File: src/design/rsst_pkg.sv
// ----------------------------------------------------------------------------
// rsst_pkg: shared definitions for the reference-counted slot table
// Sizes, the slot entry layout, result status codes and controller states.
// ----------------------------------------------------------------------------
package rsst_pkg;

	// Table geometry
	localparam int SLOT_COUNT = 64;
	localparam int COUNT_BITS = 16;
	localparam int IDX_BITS   = (SLOT_COUNT > 1) ? $clog2(SLOT_COUNT) : 1;
	localparam int SCAN_BITS  = $clog2(SLOT_COUNT + 1);

	// Fixed field widths of the request and result
	localparam int KEY_BITS     = 31;
	localparam int IN_KEY_BITS  = 32;
	localparam int OUT_IDX_BITS = 6;
	localparam int OUT_CNT_BITS = 16;

	localparam logic [COUNT_BITS-1:0] REF_MAX = '1;

	// Request operations
	typedef enum logic {
		OP_OPEN  = 1'b0,
		OP_CLOSE = 1'b1
	} op_t;

	// Result status codes
	typedef enum logic [2:0] {
		STS_ATTACHED  = 3'd0,
		STS_CREATED   = 3'd1,
		STS_DETACHED  = 3'd2,
		STS_FREED     = 3'd3,
		STS_BADKEY    = 3'd4,
		STS_FULL      = 3'd5,
		STS_NOTFOUND  = 3'd6,
		STS_SATURATED = 3'd7
	} status_t;

	// One slot as held in the table memory
	typedef struct packed {
		logic [KEY_BITS-1:0]   key;
		logic [COUNT_BITS-1:0] refs;
	} entry_t;

	// Controller states
	typedef enum logic [1:0] {
		FSM_IDLE,
		FSM_SCAN,
		FSM_DONE
	} fsm_t;

endpackage

File: src/design/refcounted_shared_slot_table.sv
// ----------------------------------------------------------------------------
// refcounted_shared_slot_table: reference-counted key table
// Open and close requests against a table of keyed slots held in one
// synchronous memory, scanned one slot a cycle per request.
// ----------------------------------------------------------------------------
//
//  Channel   Handshake             Payload
//  -------   -------------------   ---------------------------------------
//  request   in_valid / in_stall   operation, segment_key
//  result    out_valid / out_stall success, status, slot_index, ref_count
//
// A request with a valid key is scanned in order: one read per slot, a
// registered stage for the read data, a step to close the scan, then the
// write-back and the result load together. The next request is taken
// after that, once the controller is idle again. A bad key skips the scan
// and goes straight to loading its result, with no write-back.
// Reset clears the per-slot valid flags at once; no clearing pass is needed.
// One request is in work at a time; in_stall is high until it is finished.
// The result register holds while out_stall is high; a finished request
// waits for it before writing back.

module refcounted_shared_slot_table (
	input  logic                              clk,
	input  logic                              arst_n,
	input  logic                              in_valid,
	output logic                              in_stall,
	input  logic                              operation,
	input  logic signed [rsst_pkg::IN_KEY_BITS-1:0] segment_key,
	output logic                              out_valid,
	input  logic                              out_stall,
	output logic                              success,
	output logic [2:0]                        status,
	output logic [rsst_pkg::OUT_IDX_BITS-1:0] slot_index,
	output logic [rsst_pkg::OUT_CNT_BITS-1:0] ref_count
);

	localparam int IB = rsst_pkg::IDX_BITS;
	localparam int CB = rsst_pkg::COUNT_BITS;
	localparam int SB = rsst_pkg::SCAN_BITS;
	localparam int KB = rsst_pkg::KEY_BITS;

	// Controller
	rsst_pkg::fsm_t fsm_q, fsm_d;
	logic           accept;
	logic           rd_issue;
	logic           commit;
	logic           out_free;
	logic           scan_end;

	// Request held during the scan
	logic          op_q;
	logic [KB-1:0] key_q;
	logic          bad_q;

	// Scan pointer and read stage
	logic [SB-1:0]       issue_q;
	logic [IB-1:0]       rd_addr;
	logic                rd_pend_s1;
	logic [IB-1:0]       rd_idx_s1;
	logic                rd_vld_s1;
	rsst_pkg::entry_t    rd_entry_s1;

	// Scan findings
	logic          hit_q;
	logic [IB-1:0] hit_idx_q;
	logic [CB-1:0] hit_refs_q;
	logic          free_q;
	logic [IB-1:0] free_idx_q;

	// Table storage
	rsst_pkg::entry_t        mem_q [rsst_pkg::SLOT_COUNT];
	logic [rsst_pkg::SLOT_COUNT-1:0] slot_vld_q;

	// Decision and write-back
	logic              wr_en;
	logic [IB-1:0]     wr_idx;
	rsst_pkg::entry_t  wr_entry;
	logic              vld_set;
	logic              vld_clr;
	logic              res_ok;
	rsst_pkg::status_t res_status;
	logic [IB-1:0]     res_idx;
	logic [CB-1:0]     res_cnt;
	logic [CB-1:0]     refs_inc;
	logic [CB-1:0]     refs_dec;

	// Result register
	logic                              out_valid_q;
	logic                              success_q;
	rsst_pkg::status_t                 status_q;
	logic [rsst_pkg::OUT_IDX_BITS-1:0] slot_index_q;
	logic [rsst_pkg::OUT_CNT_BITS-1:0] ref_count_q;

	assign accept   = in_valid && !in_stall;
	assign out_free = !out_valid_q || !out_stall;
	assign scan_end = (issue_q == SB'(rsst_pkg::SLOT_COUNT)) && !rd_pend_s1;
	assign rd_addr  = issue_q[IB-1:0];

	// Next state
	always_comb begin
		fsm_d = fsm_q;
		unique case (fsm_q)
			rsst_pkg::FSM_IDLE: begin
				if (accept) begin
					if (segment_key[rsst_pkg::IN_KEY_BITS-1] || segment_key == '0)
						fsm_d = rsst_pkg::FSM_DONE;
					else
						fsm_d = rsst_pkg::FSM_SCAN;
				end
			end
			rsst_pkg::FSM_SCAN: begin
				if (scan_end)
					fsm_d = rsst_pkg::FSM_DONE;
			end
			rsst_pkg::FSM_DONE: begin
				if (out_free)
					fsm_d = rsst_pkg::FSM_IDLE;
			end
			default: fsm_d = rsst_pkg::FSM_IDLE;
		endcase
	end

	// Controller outputs
	always_comb begin
		in_stall = 1'b1;
		rd_issue = 1'b0;
		commit   = 1'b0;
		unique case (fsm_q)
			rsst_pkg::FSM_IDLE: in_stall = 1'b0;
			rsst_pkg::FSM_SCAN: rd_issue = (issue_q != SB'(rsst_pkg::SLOT_COUNT));
			rsst_pkg::FSM_DONE: commit = out_free;
			default: in_stall = 1'b1;
		endcase
	end

	always_ff @(posedge clk or negedge arst_n) begin
		if (!arst_n)
			fsm_q <= rsst_pkg::FSM_IDLE;
		else
			fsm_q <= fsm_d;
	end

	// Capture the request
	always_ff @(posedge clk) begin
		if (accept) begin
			op_q  <= operation;
			key_q <= segment_key[KB-1:0];
			bad_q <= segment_key[rsst_pkg::IN_KEY_BITS-1] || (segment_key == '0);
		end
	end

	// Advance the scan pointer and track reads in flight
	always_ff @(posedge clk or negedge arst_n) begin
		if (!arst_n) begin
			issue_q    <= '0;
			rd_pend_s1 <= 1'b0;
		end else begin
			if (accept)
				issue_q <= '0;
			else if (rd_issue)
				issue_q <= issue_q + SB'(1);
			rd_pend_s1 <= rd_issue;
		end
	end

	// Table memory: one write port, one registered read port
	always_ff @(posedge clk) begin
		if (wr_en)
			mem_q[wr_idx] <= wr_entry;
	end

	always_ff @(posedge clk) begin
		rd_entry_s1 <= mem_q[rd_addr];
		rd_idx_s1   <= rd_addr;
	end

	// Slot valid flags: a slot without its flag is free, whatever its memory holds
	always_ff @(posedge clk or negedge arst_n) begin
		if (!arst_n) begin
			slot_vld_q <= '0;
			rd_vld_s1  <= 1'b0;
		end else begin
			rd_vld_s1 <= slot_vld_q[rd_addr];
			if (vld_set)
				slot_vld_q[wr_idx] <= 1'b1;
			else if (vld_clr)
				slot_vld_q[wr_idx] <= 1'b0;
		end
	end

	// Record the matching slot and the lowest free slot
	always_ff @(posedge clk or negedge arst_n) begin
		if (!arst_n) begin
			hit_q  <= 1'b0;
			free_q <= 1'b0;
		end else if (accept) begin
			hit_q  <= 1'b0;
			free_q <= 1'b0;
		end else if (rd_pend_s1) begin
			if (rd_vld_s1 && rd_entry_s1.key == key_q && !hit_q)
				hit_q <= 1'b1;
			if (!rd_vld_s1 && !free_q)
				free_q <= 1'b1;
		end
	end

	always_ff @(posedge clk) begin
		if (rd_pend_s1) begin
			if (rd_vld_s1 && rd_entry_s1.key == key_q && !hit_q) begin
				hit_idx_q  <= rd_idx_s1;
				hit_refs_q <= rd_entry_s1.refs;
			end
			if (!rd_vld_s1 && !free_q)
				free_idx_q <= rd_idx_s1;
		end
	end

	// Decide the result and the write-back
	assign refs_inc = hit_refs_q + CB'(1);
	assign refs_dec = hit_refs_q - CB'(1);

	always_comb begin
		wr_en      = 1'b0;
		wr_idx     = hit_idx_q;
		wr_entry   = '{key: key_q, refs: refs_inc};
		vld_set    = 1'b0;
		vld_clr    = 1'b0;
		res_ok     = 1'b0;
		res_status = rsst_pkg::STS_BADKEY;
		res_idx    = '0;
		res_cnt    = '0;
		if (bad_q) begin
			res_status = rsst_pkg::STS_BADKEY;
		end else if (op_q == rsst_pkg::OP_OPEN) begin
			if (hit_q) begin
				if (hit_refs_q == rsst_pkg::REF_MAX) begin
					res_status = rsst_pkg::STS_SATURATED;
				end else begin
					wr_en      = commit;
					res_ok     = 1'b1;
					res_status = rsst_pkg::STS_ATTACHED;
					res_idx    = hit_idx_q;
					res_cnt    = refs_inc;
				end
			end else if (free_q) begin
				wr_en      = commit;
				vld_set    = commit;
				wr_idx     = free_idx_q;
				wr_entry   = '{key: key_q, refs: CB'(1)};
				res_ok     = 1'b1;
				res_status = rsst_pkg::STS_CREATED;
				res_idx    = free_idx_q;
				res_cnt    = CB'(1);
			end else begin
				res_status = rsst_pkg::STS_FULL;
			end
		end else begin
			if (!hit_q) begin
				res_status = rsst_pkg::STS_NOTFOUND;
			end else if (hit_refs_q <= CB'(1)) begin
				vld_clr    = commit;
				res_ok     = 1'b1;
				res_status = rsst_pkg::STS_FREED;
				res_idx    = hit_idx_q;
			end else begin
				wr_en      = commit;
				wr_entry   = '{key: key_q, refs: refs_dec};
				res_ok     = 1'b1;
				res_status = rsst_pkg::STS_DETACHED;
				res_idx    = hit_idx_q;
				res_cnt    = refs_dec;
			end
		end
	end

	// Result register: load on commit, drop when taken
	always_ff @(posedge clk or negedge arst_n) begin
		if (!arst_n)
			out_valid_q <= 1'b0;
		else if (commit)
			out_valid_q <= 1'b1;
		else if (!out_stall)
			out_valid_q <= 1'b0;
	end

	always_ff @(posedge clk) begin
		if (commit) begin
			success_q    <= res_ok;
			status_q     <= res_status;
			slot_index_q <= rsst_pkg::OUT_IDX_BITS'(res_idx);
			ref_count_q  <= rsst_pkg::OUT_CNT_BITS'(res_cnt);
		end
	end

	assign out_valid  = out_valid_q;
	assign success    = success_q;
	assign status     = status_q;
	assign slot_index = slot_index_q;
	assign ref_count  = ref_count_q;

endmodule

File: config.mk
export PLATFORM = sky130hd
export DESIGN_NAME = refcounted_shared_slot_table
export DESIGN_NICKNAME = d
export VERILOG_FILES = /design/src/design/rsst_pkg.sv /design/src/design/refcounted_shared_slot_table.sv
export SDC_FILE = /design/constraint.sdc
export NUM_CORES = 2
export LEC_CHECK = 0
export BUFFER_PORTS_ARGS = -buffer_cell sky130_fd_sc_hd__buf_2
export CAP_MARGIN = 10
export CORE_MARGIN = 1.5
export CORE_UTILIZATION = 55
export DETAILED_ROUTE_END_ITERATION = 6
export PLACE_DENSITY_LB_ADDON = 0.3
export SYNTH_ARGS = -nofsm -noshare
export SYNTH_HDL_FRONTEND = slang
export SYNTH_SLANG_ARGS = --single-unit
File: constraint.sdc
create_clock -name clk -period 8.1 [get_ports clk]
set_input_delay 1.62 -clock clk [delete_from_list [all_inputs] [get_ports clk]]
set_output_delay 1.62 -clock clk [all_outputs]
set_load 0.01 [all_outputs]
Word level (Yosys, flattened, before mapping)
Memories as Yosys holds them, arrays and structs flattened. A register that Yosys moved wholly into a read port is not among the register bits. Cells that the tools add are included.

Reduce and logical (&&, ||, !) cells: 26. Add/sub/neg operators: 3. Bitwise logic cells: 3. $lt $le $gt $ge: 4. Equal/unequal tests: 10. Mux-type cells: 72.

Operators by type and width (count): $mux W16 (11); $mux W64 (2); $and A64 B64 Y64 (1); $not A64 Y64 (1); $or A64 B64 Y64 (1); $mux W6 (9); $mux W1 (36); $logic_not A32 Y1 (1); $eq A31 B31 Y1 (1); $add A16 B1 Y16 const B (1); $eq A16 B16 Y1 const B (1); $le A16 B1 Y1 const B (1); $sub A16 B1 Y16 const B (1); $mux W3 (5); $lt A6 B7 Y1 const B (2); $mux W7 (2); $reduce_bool A2 Y1 (5); $mux W2 (4); $reduce_and A2 Y1 (4); $add A7 B1 Y7 const B (1); $eq A7 B7 Y1 const B (1); $ne A7 B7 Y1 const B (1); $bmux W1 S6 (1); $demux W1 S6 (1); 11 further kinds (24).

Word-level logic and storage cells: 138. Bits in registers: 171. RAM bits: 3008. Output and inout port bits: 28. Memories kept: 1.

Memory list: mem_q (words 64, bits a word 47, rd ports 1, clocked after memory_dff 1, write ports 1, line refcounted_shared_slot_table.sv:71) `rsst_pkg::entry_t mem_q [rsst_pkg::SLOT_COUNT];`.

Depth between registers and ports, before layout
Depth after elaboration: 12. Gate-level depth with buffers: 13.

Worst setup path before layout
Ideal clock, no wire load.

Path type: input -> register. From: input port out_stall. To: memory mem_q[62][0] (netlist name), enable pin. Stages: 3. Arrival time: 5.726 ns. Path buffers: 0. Setup slack: 1.922 ns. Required time: 7.648 ns. Cell sequence: a21oi_1 -> o2111ai_1 -> nor2_1.

Cells in the longest elaborated chain, start to end: 9. Elaborated cells on any way between the ends: 12. Classes of those cells: mux: 10; reduce/logical: 2.

RTL lines: start, declared (line refcounted_shared_slot_table.sv:30) `input logic out_stall,`; $logic_not A1 Y1 *; $logic_or A1 B1 Y1 * (line refcounted_shared_slot_table.sv:95) `assign out_free = !out_valid_q || !out_stall;`; $mux W1 * (line refcounted_shared_slot_table.sv:128) `unique case (fsm_q)`; $mux W1 (on tied branches) (line refcounted_shared_slot_table.sv:245, refcounted_shared_slot_table.sv:236, refcounted_shared_slot_table.sv:260); $mux W1 (on tied branches) (line refcounted_shared_slot_table.sv:235, refcounted_shared_slot_table.sv:258); $mux W1 * (line refcounted_shared_slot_table.sv:234) `end else if (op_q == rsst_pkg::OP_OPEN) begin`; $mux W1 * (line refcounted_shared_slot_table.sv:232) `if (bad_q) begin`; $mux W1 * (line refcounted_shared_slot_table.sv:168) `if (wr_en)`; $mux W1 (implied by the code) * (line refcounted_shared_slot_table.sv:169) `mem_q[wr_idx] <= wr_entry;`; end, declared (line refcounted_shared_slot_table.sv:71).

Mark *: on every way between the ends. The rest lies on a longest branch, timed or not.

Final worst setup path
From: register bad_q. To: memory mem_q[55][42] (netlist name), enable pin.

Cells in the longest elaborated chain, start to end: 3. Elaborated cells on any way between the ends: 4. Classes of those cells: mux: 4.

RTL lines: start, declared (line refcounted_shared_slot_table.sv:53) `logic bad_q;`; start signal, assigned (line refcounted_shared_slot_table.sv:148) `bad_q <= segment_key[rsst_pkg::IN_KEY_BITS-1] || (segment_key == '0);`; $mux W1 (line refcounted_shared_slot_table.sv:232); $mux W1 (line refcounted_shared_slot_table.sv:168); $mux W1 (implied by the code) (line refcounted_shared_slot_table.sv:169).

Parallel ways exist; a longest one is shown, timed or not.

==> impl_results.md <==
- Status: completed
- Power density cells: 235 nW/um^2
- Levels on crit path: 6
- Clock-pin slew on the worst setup and hold paths: 0.06 ns
- RSZ-0062 raised after global routing: false
- DR iter-0 viols: 8,788
- Post-synth EDFFs: 3,095
- Minimum clock period: 5.09 ns
- Gate Count Post-Synth: 5,592
- Design area: 138,000 sq um
- Power share of the sequential group: 55.3%
- Vias in the first global route: 60,700
- CP max stage cell: nor2_4
- Final Worst Setup Slack: 3.01 ns
- Final Util: 62.3%
- Clock Path Buffers: 4
- Clock Latency Late Sink: 0.96 ns
- Most frequent CP cell: buf_4
- GPL Wtd Cong: 0.847
- Max cap viols: 0
- Flops & latches, synth: 3,226
- Worst path required time: 8.67 ns
- Tcrit/Tclk final: 62.9%
- CP arrival: 5.67 ns
- Top-area cell type share of the netlist area: 75.5%
- Worst vdd ir: 0.175 mV
- Buf/Inv on CP: 2
- Die area: 227,000 sq um
- Commonest non-fill, non-tap cell in the layout: edfxtp_1
- Slew HR: 17.9%
- Fmax: 196 MHz
- Post-CTS Hold Buffers: 0
- Vias: 61,300
- Setup Buffers After CTS: 0
- Placed Area: 128,000 sq um
- Initial antenna violation count: 11
- Antenna-violating nets left: 0
- Setup WS pre-CTS: 2.97 ns
- Crit start category: flop
- Setup CP Type: reg -> reg
- CTS tree: yes
- Leak pwr: 43.3 nW
- Combinational share of power: 0.1%
- Die Ht: 476 um
- Fill cells: 14,600
- Mapped Nets: 5,634
- GRT Util Overall: 27.9%
- Setup Skew: 0.0698 ns
- Area growth, synth to finish: 12.5%
- Drt pass-1 iters: 6
- Internal: 0.0264 W
- Final Hold Fails: 0
- CTS Buf Count: 327
- Crit-path cells: nor4b_4 -> buf_4 -> mux2i_1 -> nand3_2 -> nor2_4 -> buf_4
- CTS sink count: 3,226
- Post-synthesis sequential area ratio: 78.0%
- Delay-heaviest family, CP: simple AND/OR/NAND/NOR gates
- Wire per inst: 34.6 um
- DP HPWL: 174,000 um
- Asr flop ratio synth: 2.42%
- Leading area contributor after synthesis: edfxtp_1
- CP max stage delay: 1.20 ns
- Clock power share: 44.6%
- Chip Width: 476 um
- Synth Warn #: 0
- Tot Pwr: 0.0325 W
- Syn Area/Cell: 22.0 sq um
- Largest cells by area after synthesis: edfxtp_1 (76%), mux4_2 (14%), a22oi_1 (2.2%)
- Synth Flop Type: edfxtp_1
- Overflow after GRT: 0
- Synth cell types: 64
- Worst slew pin tran: 1.23 ns
- Final TNS setup: 0 ns
- Hold Crit Class: reg -> reg
- Post-CTS Resized: 0
- Nets@finish: 5,903
- Share of post-route cells with drive strength above 1: 26.5%
- Drc violations: 0
- Setup-failing EPs final: 0
- Reg2Reg Depth: 6
- Crit end category: flop
- Pin count of the biggest net entering global routing: 126
- Initial Util: 55.4%
- Slew Limit Fails: 0
- H-tree Lvls: 5
- Core area: 222,000 sq um
- CTS root buf: clkbuf_16
- Std-Cell Rows: 173
- Mapped Area: 123,000 sq um
- WHS Path Cells: 0
- Max FO, Critical Path: 25
- WL final: 314,000 um
- Net Sw Frac: 18.8%
- I/O pin count: 65
- Switching power: 0.00613 W
- Commonest cells after routing, fill and taps aside: edfxtp_1 (3,095), mux4_2 (764), a22oi_1 (356)
- First-pass GRT wire length: 445,000 um
- Number of port buffers: 64
- Via density: 6.75
cell usage after synthesis (36+ instances only):
| cell | count |
|---|---|
| edfxtp_1 | 3095 |
| mux4_2 | 764 |
| a22oi_1 | 356 |
| a21oi_1 | 196 |
| clkbuf_1 | 158 |
| buf_2 | 99 |
| nor2_1 | 94 |
| mux2i_1 | 82 |
| o21ai_0 | 81 |
| dfrtp_1 | 78 |
| inv_1 | 75 |
| dfxtp_1 | 53 |
| or4_1 | 47 |
| nand2_1 | 46 |
| buf_1 | 36 |
path summary, 6_finish.rpt:
| check | startpoint | end | slack (ns) |
|---|---|---|---|
| worst max-delay path | bad_q | mem_q[55][42] | 3.01 |
| worst min-delay path | rd_entry_s1[1] | hit_refs_q[1] | 0.40 |
| worst max register to register | bad_q | mem_q[55][42] | 3.01 |
| worst min register to register | rd_entry_s1[1] | hit_refs_q[1] | 0.40 |
| max in group asynchronous | arst_n | asynchronous set/reset pin | 6.44 |
| min in group asynchronous | arst_n | out_valid | 0.51 |
metal layers:
layer	GRT usage [%]	up-vias	part of all wire (%)
met5	0	-	0.018
li1	-	24300	-
met2	42.4	3928	47
met1	39.6	32500	37
met3	7.72	565	13
met4	9.39	8	3.5
power by group through the flow:
stage	sequential (W)	clock [W]	combinational [W]
4_1_cts	0.0180	0.0147	0.0000239
5_1_grt	0.0180	0.0153	0.0000257
6_report	0.0180	0.0145	0.0000236
2_1_floorplan	0.0183	0	0.00000101
3_5_place_dp	0.0183	0	0.0000238
3_3_place_gp	0.0183	0	0.0000231
cells by family (layout without fill, tap and decap cells):
logic type,count (synthesis),count (layout),share of synthesized area [%]
AND/OR/NAND/NOR,347,347,1.68
XOR/XNOR,46,46,0.327
multiplexers,857,857,14.8
AO/OA/AOI/OAI,719,719,3.83
other,0,1,0
flip-flops,3226,3226,78.0
adder cells (fa/ha/maj),5,5,0.0508
buffers and inverters,392,906,1.39
cell type report:
type	instances	area [sq um]	area share [%]
inverters	76	285	0.206
repair buffers	256	2030	1.46
flip-flops and latches	3226	96000	69.3
diodes	1	2.50	0.00181
multi-input cells	1974	26200	18.9
well taps	2975	3720	2.69
clock buffers	407	8690	6.28
clock inverters	167	1510	1.09
metrics by stage:
step | instances | hold WS [ns]
after global placement | 8506 | 0.389
after detailed placement | 8506 | 0.389
final | 9082 | 0.403
after floorplan | 5592 | 0.345
after global routing | 9082 | 0.408
after CTS | 9080 | 0.402
worst reg2reg max path, cell delays in order, from the launching register on:
cell and delay, ns:
edfxtp_1 0.54, nor4b_4 0.57, buf_4 0.35, mux2i_1 0.52, nand3_2 0.81, nor2_4 1.22
buf_4 0.67
flip-flops by register name (all words and copies together), names as in the netlist, 3 cells and up, named ones only:
name and flops:
rd_idx_s1 6, free_idx_q 6, mem_q 3008, status 3, issue_q 7, slot_index 6, key_q 31, ref_count 16
hit_refs_q 16, rd_entry_s1 47, hit_idx_q 6
Power figures use the tool's default switching activity.
